**config.mk**
```make
export PLATFORM = sky130hd
export DESIGN_NAME = rational_arith_reduce
export DESIGN_NICKNAME = d
export VERILOG_FILES = /design/src/rtl/rar_pkg.sv /design/src/rtl/rar_datapath.sv /design/src/rtl/rar_ctrl.sv /design/src/rtl/rational_arith_reduce.sv
export SDC_FILE = /design/constraint.sdc
export NUM_CORES = 2
export LEC_CHECK = 0
export BUFFER_PORTS_ARGS = -buffer_cell sky130_fd_sc_hd__buf_2
export CORE_UTILIZATION = 55
export DETAILED_ROUTE_END_ITERATION = 7
export PLACE_DENSITY = 0.72
export SLEW_MARGIN = 20
export SYNTH_ARGS = -nofsm -noshare
export SYNTH_HDL_FRONTEND = slang
export SYNTH_SLANG_ARGS = --single-unit
```
**constraint.sdc**
```tcl
create_clock -name clk -period 12.6 [get_ports clk]
set_input_delay 0.63 -clock clk [delete_from_list [all_inputs] [get_ports clk]]
set_output_delay 0.63 -clock clk [all_outputs]
set_load 0.1 [all_outputs]
```
**src/rtl/rar_pkg.sv**
```systemverilog
// ----------------------------------------------------------------------------
// rar_pkg
// Shared types and constants for the rational arithmetic reduction block:
// operation codes, output widths and the controller/datapath command and
// status groups.
// ----------------------------------------------------------------------------
package rar_pkg;

  // Default width of one input term
  localparam int TERM_WIDTH_DEF = 16;

  // Fixed output widths
  localparam int NUM_W = 33;
  localparam int DEN_W = 31;

  // Operation codes
  typedef enum logic [1:0] {
    OP_ADD = 2'd0,
    OP_SUB = 2'd1,
    OP_MUL = 2'd2,
    OP_DIV = 2'd3
  } op_t;

  // Commands from the controller to the datapath
  typedef struct packed {
    logic load;        // capture a transaction, form magnitudes and signs
    logic mul_num;     // numerator product
    logic mul_cross;   // cross product for add and subtract
    logic mul_den;     // denominator product
    logic combine;     // combine numerator products, fix signs, seed the GCD
    logic gcd_step;    // one binary GCD step
    logic div_init;    // load dividends and divisor
    logic div_step;    // one restoring division step on both lanes
    logic finish;      // present the reduced fraction
    logic finish_err;  // present the error result
  } dp_cmd_t;

  // Status from the datapath to the controller
  typedef struct packed {
    logic err;
    logic gcd_done;
    logic div_done;
  } dp_stat_t;

endpackage

```
**src/rtl/rar_datapath.sv**
```systemverilog
// ----------------------------------------------------------------------------
// rar_datapath
// Operand registers, one shared multiplier, numerator combine, an iterative
// binary GCD and a two-lane restoring divider that reduces both terms.
// ----------------------------------------------------------------------------
module rar_datapath #(
  parameter int TERM_WIDTH = rar_pkg::TERM_WIDTH_DEF
) (
  input  logic                      clk,
  input  logic                      rst,
  input  rar_pkg::dp_cmd_t          cmd,
  output rar_pkg::dp_stat_t         stat,
  input  logic [1:0]                op,
  input  logic [TERM_WIDTH-1:0]     a_num,
  input  logic [TERM_WIDTH-1:0]     a_den,
  input  logic [TERM_WIDTH-1:0]     b_num,
  input  logic [TERM_WIDTH-1:0]     b_den,
  output logic                      done,
  output logic [rar_pkg::NUM_W-1:0] res_num,
  output logic [rar_pkg::DEN_W-1:0] res_den,
  output logic                      bad
);
  import rar_pkg::*;

  localparam int W  = TERM_WIDTH;
  localparam int PW = 2 * TERM_WIDTH;
  localparam int KW = $clog2(PW + 1);
  localparam int XW = (PW > NUM_W) ? PW : NUM_W;

  // Captured operands
  op_t          op_r;
  logic [W-1:0] ma, mb, mc, md;
  logic         an, ad, bn, bd;
  logic         err;

  // Products and combined terms
  logic [PW-1:0] p1, p2, dp;
  logic [PW-1:0] nmag, dmag;
  logic          nneg;

  // GCD and divider state
  logic [PW-1:0] u, v;
  logic [KW-1:0] k;
  logic [PW-1:0] divisor;
  logic [PW-1:0] qn, qd, rn, rd;
  logic [KW-1:0] cnt;

  // Magnitudes of the incoming terms
  logic [W-1:0] ma_c, mb_c, mc_c, md_c;
  always_comb begin
    ma_c = a_num[W-1] ? W'(-a_num) : a_num;
    mb_c = a_den[W-1] ? W'(-a_den) : a_den;
    mc_c = b_num[W-1] ? W'(-b_num) : b_num;
    md_c = b_den[W-1] ? W'(-b_den) : b_den;
  end

  // Shared multiplier operand select
  logic [W-1:0]  mul_a, mul_b;
  logic [PW-1:0] mul_p;
  always_comb begin
    mul_a = mb;
    mul_b = mc;
    if (cmd.mul_num) begin
      mul_a = ma;
      mul_b = (op_r == OP_MUL) ? mc : md;
    end else if (cmd.mul_den) begin
      mul_a = mb;
      mul_b = (op_r == OP_DIV) ? mc : md;
    end
  end
  assign mul_p = PW'(mul_a) * PW'(mul_b);

  // Combine numerator products and settle the sign
  logic          s1, s2, dneg_c, nneg_c;
  logic [PW-1:0] nmag_c;
  always_comb begin
    s1     = an ^ bd;
    s2     = ad ^ bn ^ (op_r == OP_SUB);
    nmag_c = p1;
    nneg_c = s1;
    dneg_c = ad ^ bd;
    case (op_r)
      OP_ADD, OP_SUB: begin
        if (s1 == s2) begin
          nmag_c = p1 + p2;
        end else if (p1 >= p2) begin
          nmag_c = p1 - p2;
        end else begin
          nmag_c = p2 - p1;
          nneg_c = s2;
        end
      end
      OP_MUL: begin
        nneg_c = an ^ bn;
      end
      OP_DIV: begin
        dneg_c = ad ^ bn;
      end
      default: begin
        nmag_c = p1;
      end
    endcase
  end

  // One binary GCD step
  logic          gcd_fin;
  logic [PW-1:0] u_next, v_next;
  logic [KW-1:0] k_next;
  always_comb begin
    gcd_fin = (u == '0) || (v == '0) || (u == v);
    u_next  = u;
    v_next  = v;
    k_next  = k;
    if (gcd_fin) begin
      u_next = u;
    end else if (!u[0] && !v[0]) begin
      u_next = u >> 1;
      v_next = v >> 1;
      k_next = k + 1'b1;
    end else if (!u[0]) begin
      u_next = u >> 1;
    end else if (!v[0]) begin
      v_next = v >> 1;
    end else if (u > v) begin
      u_next = (u - v) >> 1;
    end else begin
      v_next = (v - u) >> 1;
    end
  end

  // Restoring division step, both lanes share the divisor
  logic [PW:0]   tn, td;
  logic          gen, ged;
  always_comb begin
    tn  = {rn, qn[PW-1]};
    td  = {rd, qd[PW-1]};
    gen = tn >= {1'b0, divisor};
    ged = td >= {1'b0, divisor};
  end

  // Apply the sign and fit the output widths
  logic [XW-1:0] nx, nsig, dx;
  always_comb begin
    nx   = XW'(qn);
    nsig = nneg ? XW'(-nx) : nx;
    dx   = XW'(qd);
  end

  assign stat.err      = err;
  assign stat.gcd_done = gcd_fin;
  assign stat.div_done = (cnt == KW'(PW));

  // Operand and arithmetic registers
  always_ff @(posedge clk) begin
    if (cmd.load) begin
      op_r <= op_t'(op);
      ma   <= ma_c;
      mb   <= mb_c;
      mc   <= mc_c;
      md   <= md_c;
      an   <= a_num[W-1];
      ad   <= a_den[W-1];
      bn   <= b_num[W-1];
      bd   <= b_den[W-1];
      err  <= (mb_c == '0) || (md_c == '0) || ((op_t'(op) == OP_DIV) && (mc_c == '0));
    end
    if (cmd.mul_num) begin
      p1 <= mul_p;
    end
    if (cmd.mul_cross) begin
      p2 <= mul_p;
    end
    if (cmd.mul_den) begin
      dp <= mul_p;
    end
    if (cmd.combine) begin
      nmag <= nmag_c;
      dmag <= dp;
      nneg <= (nneg_c ^ dneg_c) && (nmag_c != '0);
      u    <= nmag_c;
      v    <= dp;
      k    <= '0;
    end
    if (cmd.gcd_step) begin
      u <= u_next;
      v <= v_next;
      k <= k_next;
    end
    if (cmd.div_init) begin
      divisor <= (u == '0) ? v : u;
      qn      <= nmag >> k;
      qd      <= dmag >> k;
      rn      <= '0;
      rd      <= '0;
      cnt     <= '0;
    end
    if (cmd.div_step) begin
      rn  <= gen ? PW'(tn - {1'b0, divisor}) : tn[PW-1:0];
      rd  <= ged ? PW'(td - {1'b0, divisor}) : td[PW-1:0];
      qn  <= {qn[PW-2:0], gen};
      qd  <= {qd[PW-2:0], ged};
      cnt <= cnt + 1'b1;
    end
  end

  // Result registers, the strobe lasts one cycle
  always_ff @(posedge clk) begin
    if (rst) begin
      done <= 1'b0;
    end else begin
      done <= cmd.finish || cmd.finish_err;
    end
  end

  always_ff @(posedge clk) begin
    if (cmd.finish_err) begin
      res_num <= '0;
      res_den <= '0;
      bad     <= 1'b1;
    end else if (cmd.finish) begin
      res_num <= nsig[NUM_W-1:0];
      res_den <= dx[DEN_W-1:0];
      bad     <= 1'b0;
    end
  end

endmodule

```
**src/rtl/rar_ctrl.sv**
```systemverilog
// ----------------------------------------------------------------------------
// rar_ctrl
// Sequencer for one transaction: three multiplies, combine, GCD iterations,
// division iterations, then the result strobe; an error skips the rest.
// ----------------------------------------------------------------------------
module rar_ctrl (
  input  logic              clk,
  input  logic              rst,
  input  logic              start,
  output logic              busy,
  output rar_pkg::dp_cmd_t  cmd,
  input  rar_pkg::dp_stat_t stat
);
  import rar_pkg::*;

  typedef enum logic [6:0] {
    S_IDLE = 7'b0000001,
    S_MNUM = 7'b0000010,
    S_MCRS = 7'b0000100,
    S_MDEN = 7'b0001000,
    S_COMB = 7'b0010000,
    S_GCD  = 7'b0100000,
    S_DIV  = 7'b1000000
  } state_t;

  state_t state, state_next;

  // Next state and commands
  always_comb begin
    state_next = state;
    cmd        = '0;
    case (state)
      S_IDLE: begin
        if (start) begin
          cmd.load   = 1'b1;
          state_next = S_MNUM;
        end
      end
      S_MNUM: begin
        if (stat.err) begin
          cmd.finish_err = 1'b1;
          state_next     = S_IDLE;
        end else begin
          cmd.mul_num = 1'b1;
          state_next  = S_MCRS;
        end
      end
      S_MCRS: begin
        cmd.mul_cross = 1'b1;
        state_next    = S_MDEN;
      end
      S_MDEN: begin
        cmd.mul_den = 1'b1;
        state_next  = S_COMB;
      end
      S_COMB: begin
        cmd.combine = 1'b1;
        state_next  = S_GCD;
      end
      S_GCD: begin
        if (stat.gcd_done) begin
          cmd.div_init = 1'b1;
          state_next   = S_DIV;
        end else begin
          cmd.gcd_step = 1'b1;
        end
      end
      S_DIV: begin
        if (stat.div_done) begin
          cmd.finish = 1'b1;
          state_next = S_IDLE;
        end else begin
          cmd.div_step = 1'b1;
        end
      end
      default: begin
        state_next = S_IDLE;
      end
    endcase
  end

  // Advance the state
  always_ff @(posedge clk) begin
    if (rst) begin
      state <= S_IDLE;
    end else begin
      state <= state_next;
    end
  end

  assign busy = (state != S_IDLE);

endmodule

```
**src/rtl/rational_arith_reduce.sv**
```systemverilog
// The binary GCD advances one step a cycle. An error input finishes early:
// the controller presents the error result in place of the first multiply.
// A new transaction is taken only while idle; busy drops as done rises, so a
// new start may be taken in the done cycle. No result stall.
// Synchronous reset returns the controller to idle and clears done.
// ----------------------------------------------------------------------------
// rational_arith_reduce
// Adds, subtracts, multiplies or divides two signed fractions and reduces
// the result to lowest terms with the sign on the numerator.
// ----------------------------------------------------------------------------
module rational_arith_reduce #(
  parameter int TERM_WIDTH = rar_pkg::TERM_WIDTH_DEF
) (
  input  logic                      clk,
  input  logic                      rst,
  input  logic                      start,
  output logic                      busy,
  input  logic [1:0]                op,
  input  logic [TERM_WIDTH-1:0]     a_num,
  input  logic [TERM_WIDTH-1:0]     a_den,
  input  logic [TERM_WIDTH-1:0]     b_num,
  input  logic [TERM_WIDTH-1:0]     b_den,
  output logic                      done,
  output logic [rar_pkg::NUM_W-1:0] res_num,
  output logic [rar_pkg::DEN_W-1:0] res_den,
  output logic                      bad
);
  import rar_pkg::*;

  dp_cmd_t  cmd;
  dp_stat_t stat;

  // Sequencer
  rar_ctrl u_ctrl (
    .clk   (clk),
    .rst   (rst),
    .start (start),
    .busy  (busy),
    .cmd   (cmd),
    .stat  (stat)
  );

  // Arithmetic
  rar_datapath #(
    .TERM_WIDTH (TERM_WIDTH)
  ) u_dp (
    .clk     (clk),
    .rst     (rst),
    .cmd     (cmd),
    .stat    (stat),
    .op      (op),
    .a_num   (a_num),
    .a_den   (a_den),
    .b_num   (b_num),
    .b_den   (b_den),
    .done    (done),
    .res_num (res_num),
    .res_den (res_den),
    .bad     (bad)
  );

endmodule

```
-- After elaboration in Yosys (flattened, before gate mapping)
Index checks and enable logic that the tools add are counted.
- bits in registers: 541
- bits in latches: 0
- memory bits (writable): 0
- bits in read-only memories: 0
- output and inout bits: 67
- logic and storage cells: 177
- memories kept: 0
- add/subtract/negate cells: 14
- $mul: 1
- divide/modulo/power cells: 0
- order comparisons: 4
- equality and inequality tests: 24
- shift-type cells: 2
- multiplexer cells: 67
- bitwise gates (word level): 6
- reductions and logical operators: 26
- operators by type and width (kind ; count):
    two-way mux 32 bit ; 27
    subtractor 32 bit ; 6
    two-way mux 16 bit ; 8
    >= comparator 33 x 32 -> 1 bit ; 2
    zero test 32 bit ; 2
    negation 16 bit ; 4
    right shift 32 x 6 -> 32 bit ; 2
    one-hot mux 7 bit (7 select lines) ; 1
    zero test 16 bit ; 3
    two-way mux 6 bit ; 6
    two-way mux 33 bit ; 1
    negation 32 -> 33 bit ; 1
    adder 32 bit ; 1
    == test 32 bit ; 1
    >= comparator 32 bit ; 1
    greater-than comparator 32 bit ; 1
    multiplier 16 x 16 -> 32 bit ; 1
    nonzero test 32 bit ; 1
    two-way mux 7 bit ; 3
    two-way mux 1 bit ; 16
    two-way mux 15 bit ; 1
    adder 6 x 1 -> 6 bit (second input constant) ; 2
    != test 4 bit (second input constant) ; 3
    AND reduction 3 bit ; 3
    27 further kinds ; 47

-- Longest topological paths before layout
- word-level depth: 7
- depth in mapped cells: 33
- depth with buffers taken out: 31

-- Hierarchy
Synthesis repeated with hierarchy kept, for this count alone.
- cell total of the unflattened synthesis: 4920
- area total of the unflattened synthesis: 45765.1 um2
- modules (own cells, without submodules) (module ; times used ; cells each ; area each (um2) ; seq. area each (um2)):
    rar_datapath ; 1 ; 4854 ; 45252.2 ; 15374.7
    rar_ctrl ; 1 ; 66 ; 513.0 ; 140.1

-- Least setup slack after synthesis
OpenSTA, ideal clock, no wires.
- path type: flip-flop to flip-flop
- start: register u_ctrl.state[2]
- end: register u_dp.dp[31] (data pin)
- arrival time: 8567 ps
- slack: 3764 ps
- cell stages (with the launch flop): 29
- path buffers: 2
- clock period less this slack: 8836 ps
- cell sequence: dfxtp_1 > nor4_1 > nand3_1 > nor2_1 > clkbuf_1 > clkbuf_1 > mux2i_1 > nor2_1 > fa_1 > inv_1 > fa_1 > fa_1 > fa_1 > inv_1 > fa_1 > inv_1 > fa_1 > inv_1 > ha_1 > nand3_1 > nand2_1 > a41o_1 > o211ai_1 > a31oi_1 > o2111ai_1 > a21oi_1 > a211o_1 > a21oi_1 > xnor2_1
- word-level cells in the longest chain between the ends: 5
- elaborated cells between the ends (all ways): 8
- those cells by class: mul (1); eq/ne (2); mux (5)
- ends and longest elaborated chain (what ; RTL line ; RTL):
    start: declaration ; rar_ctrl.sv:26 ; state_t state, state_next;
    start signal: assignment ; rar_ctrl.sv:87 ; state <= state_next;
    == test 7 x 4 -> 1 bit ; rar_ctrl.sv:32 ; case (state)
    two-way mux 1 bit ; rar_ctrl.sv:32 ;
    two-way mux 16 bit ; rar_datapath.sv:66 ; end else if (cmd.mul_den) begin
    two-way mux 16 bit ; rar_datapath.sv:63 ; if (cmd.mul_num) begin
    multiplier 16 x 16 -> 32 bit * ; rar_datapath.sv:71 ; assign mul_p = PW'(mul_a) * PW'(mul_b);
    via u_dp.mul_p[31] ; rar_datapath.sv:59 ; logic [PW-1:0] mul_p;
    end signal: assignment ; rar_datapath.sv:174 ; dp <= mul_p;
    end: declaration ; rar_datapath.sv:37 ; logic [PW-1:0] p1, p2, dp;
Mark *: on every way through the listed nets, which the timed path passes. The rest lies on a longest branch.
A chain may end at the register's enable or synchronous reset.

-- Final worst setup path
- start: register u_ctrl.state[2]
- end: register u_dp.p1[30] (data pin)
- word-level cells in the longest chain between the ends: 5
- elaborated cells between the ends (all ways): 8
- those cells by class: mul (1); eq/ne (2); mux (5)
- ends and longest elaborated chain (what ; RTL line ; RTL):
    == test 7 x 4 -> 1 bit ; rar_ctrl.sv:32 ;
    two-way mux 1 bit ; rar_ctrl.sv:32 ;
    two-way mux 16 bit ; rar_datapath.sv:66 ;
    two-way mux 16 bit ; rar_datapath.sv:63 ;
    multiplier 16 x 16 -> 32 bit * ; rar_datapath.sv:71 ;
    via u_dp.mul_p[30] ; rar_datapath.sv:59 ;
    end signal: assignment ; rar_datapath.sv:168 ; p1 <= mul_p;
    end: declaration ; rar_datapath.sv:37 ;
Marks and branches as above.

==> key figures <==
Synthesis
  – Seq/Total Area, Yosys: 0.338
  – EDFF count, synth: 468
  – Cell taking the most area after synthesis: edfxtp_1
  – Synth area leaders: edfxtp_1, ha_1, fa_1
  – Syn Nets: 5567
  – Most frequent cell after synthesis: nand2_1
  – Top cell type's share of synthesized area: 0.307
  – Ys flop type: edfxtp_1
  – Synth Warn #: 0
  – Synth cell count leaders: nand2_1, inv_1, nor2_1
  – Syn_area_per_cell: 9.24 sq um
  – Mapped Area: 45800 sq um
  – Syn Inst Count: 4962
  – Synth Register Bits: 541
  – Async set or reset register ratio after synthesis: 0
  – Yosys cell types: 85

Hold path
  – Hold path cells: 1
  – Worst hold path class: in2reg

Cells and area
  – Nets@finish: 5587
  – Final Instance Area: 49600 sq um
  – Synthesis-to-layout area growth: 8.21%
  – Number of flip-flops in the largest register: 33
  – Fill cells: 7134
  – Final Util: 0.603
  – Share of cells above drive strength 1: 0.0846
  – Largest reg by FF count: u_dp.res_num
  – Antenna diodes: 0

Power and ir drop
  – Pleak: 0.0207 uW
  – Peak VDD IR: 0.678 mV
  – Pwr/cell area: 240 nW/um^2

Floorplanning
  – Chip height: 291 um
  – IO Pins: 136
  – Row count: 105
  – Initial Utilization: 0.557
  – Die width: 291 um
  – Die Area: 84500 sq um
  – CORE AREA: 82200 sq um

GRT
  – First-pass GRT wire length: 217000 um
  – Vias in the first global route: 36800
  – Initial antenna violation count: 5
  – Congestion Overflow GR: 0
  – Largest net degree at the start of global routing: 89
  – All-layer global routing usage: 0.331

Clocking
  – Clk root buf: clkbuf_16
  – CTS resizes: 0
  – H-tree Lvls: 2
  – CTS tree: done
  – Post-CTS setup buffer count: 0
  – Clock Pin Slew Worst Setup and Hold Paths: 0.06 ns
  – CTS Hold Buffers Added: 0
  – Clock Sinks: 541
  – CTS max path bufs: 3
  – Clock latency on the worst-skew pair: 0.69 ns
  – CTS buffer count: 61

Timing
  – Final Cycle Share: 0.717
  – Setup TNS Final: 0 ns
  – Fin. max-slew vios: 0
  – Slew headroom: 0.229
  – Worst hold slack: 0.174 ns
  – Clk_skew: 0.0565 ns
  – RSZ-0062 raised after global routing: no
  – Measured slew at the worst slew-check pin: 1.12 ns
  – Setup slack after layout: 3.57 ns
  – Finish-stage setup viols: 0
  – Crit path time final: 9.03 ns
  – Maximum clock rate: 111 MHz
  – Final Hold Viols: 0

Drt
  – Antenna Violating Nets Remaining: 0
  – Via/cell ratio: 6.28
  – Drt pass-1 iters: 6
  – DR vias: 38300
  – Drt drc: 0
  – Average wire per standard cell: 23.2 um
  – DRT iter0 DRCs: 3813
  – WL final: 142000 um

Setup path
  – Worst setup SP type: flop
  – Slowest-stage cell, CP: mux2i_1
  – Slowest stage delay, CP: 0.77 ns
  – Register-to-Register Path Depth: 30
  – Worst Path Arrival: 9.40 ns
  – Worst setup path category: reg2reg
  – Worst setup EP type: flop
  – Cell mode on critical path: fa_1
  – Worst Path Max Fanout: 34
  – Crit path required time: 12.97 ns

Placed design
  – RD Place Congestion: 1.01
  – Dpl cell area: 47500 sq um
  – Place WS: 3.65 ns
  – Hpwl dp: 110000 um
  – Port-buffer cells: 135

Outcome
  – Status: finished clean

Job
  – Max_cap viols: 0
worst max-delay path, delay by kind of cell, from the launching register on:
kind,cells,cell delay (ns)
mux,1,0.77
fa+ha+maj,7,3.32
simple gates,8,1.27
flops,1,0.33
buf+inv,5,1.40
compound gates,9,1.66
metrics by stage:
step	instances	power [uW]
after floorplan	4962	7370
after global routing	6105	12700
after detailed placement	5988	10000
after global placement	5988	9910
final	6105	11900
after CTS	6104	11900
layout by cell type (no fill, tap or decap), types with 42 or more instances in the layout:
cell | Yosys | layout
a211oi_1 | 80 | 80
a21o_1 | 73 | 73
a21oi_1 | 329 | 329
buf_2 | 11 | 135
buf_4 | 1 | 50
clkbuf_16 | 0 | 64
dfxtp_1 | 73 | 73
edfxtp_1 | 468 | 468
fa_1 | 201 | 201
ha_1 | 335 | 335
inv_1 | 482 | 481
mux2_2 | 43 | 43
mux2i_1 | 145 | 145
nand2_1 | 578 | 576
nand2b_1 | 45 | 44
nand3_1 | 50 | 50
nor2_1 | 475 | 470
nor2b_1 | 45 | 45
nor3_1 | 94 | 93
nor4_1 | 43 | 42
o21ai_0 | 245 | 242
o21bai_1 | 44 | 44
or3_1 | 47 | 47
xnor2_1 | 157 | 156
xor2_1 | 85 | 84
kinds of logic after synthesis:
family                   share of synthesized area
buffers and inverters                       0.0589
multiplexers                                0.0633
AND/OR/NAND/NOR                              0.154
adder cells (fa/ha/maj)                      0.179
XOR/XNOR                                    0.0462
flip-flops                                   0.338
AO/OA/AOI/OAI                                0.160
routing by layer:
metal / vias to the layer above / GRT usage / routed length, um
met2: 1788 / 0.536 / 65000
met1: 18600 / 0.439 / 57300
met5: - / 0 / 13
li1: 17600 / - / -
met3: 331 / 0.0565 / 12500
met4: 2 / 0.141 / 6750
final timing paths:
kind,from,end,slack (ns)
setup / recovery,u_ctrl.state[2],u_dp.p1[30],3.57
setup reg to reg,u_ctrl.state[2],u_dp.p1[30],3.57
hold / removal,op[0],u_dp.op_r[0],0.17
hold reg to reg,u_dp.dp[0],u_dp.dmag[0],0.43
area by class of cell:
class                   instances  area (sq um)  area share
clock buffers                  84          1770      0.0356
clock inverters                32           325     0.00656
inverters                     486          1820      0.0368
repair buffers                186          1080      0.0217
multi-input cells            3706         27800       0.560
flip-flops and latches        541         15500       0.313
well taps                    1070          1340      0.0270
power by group:
group	internal, uW	switching, uW	leakage [uW]
clock network	1040	795	0.00101
logic	2300	4960	0.0147
registers	2780	47.9	0.00500
Power figures use the tool's default switching activity.
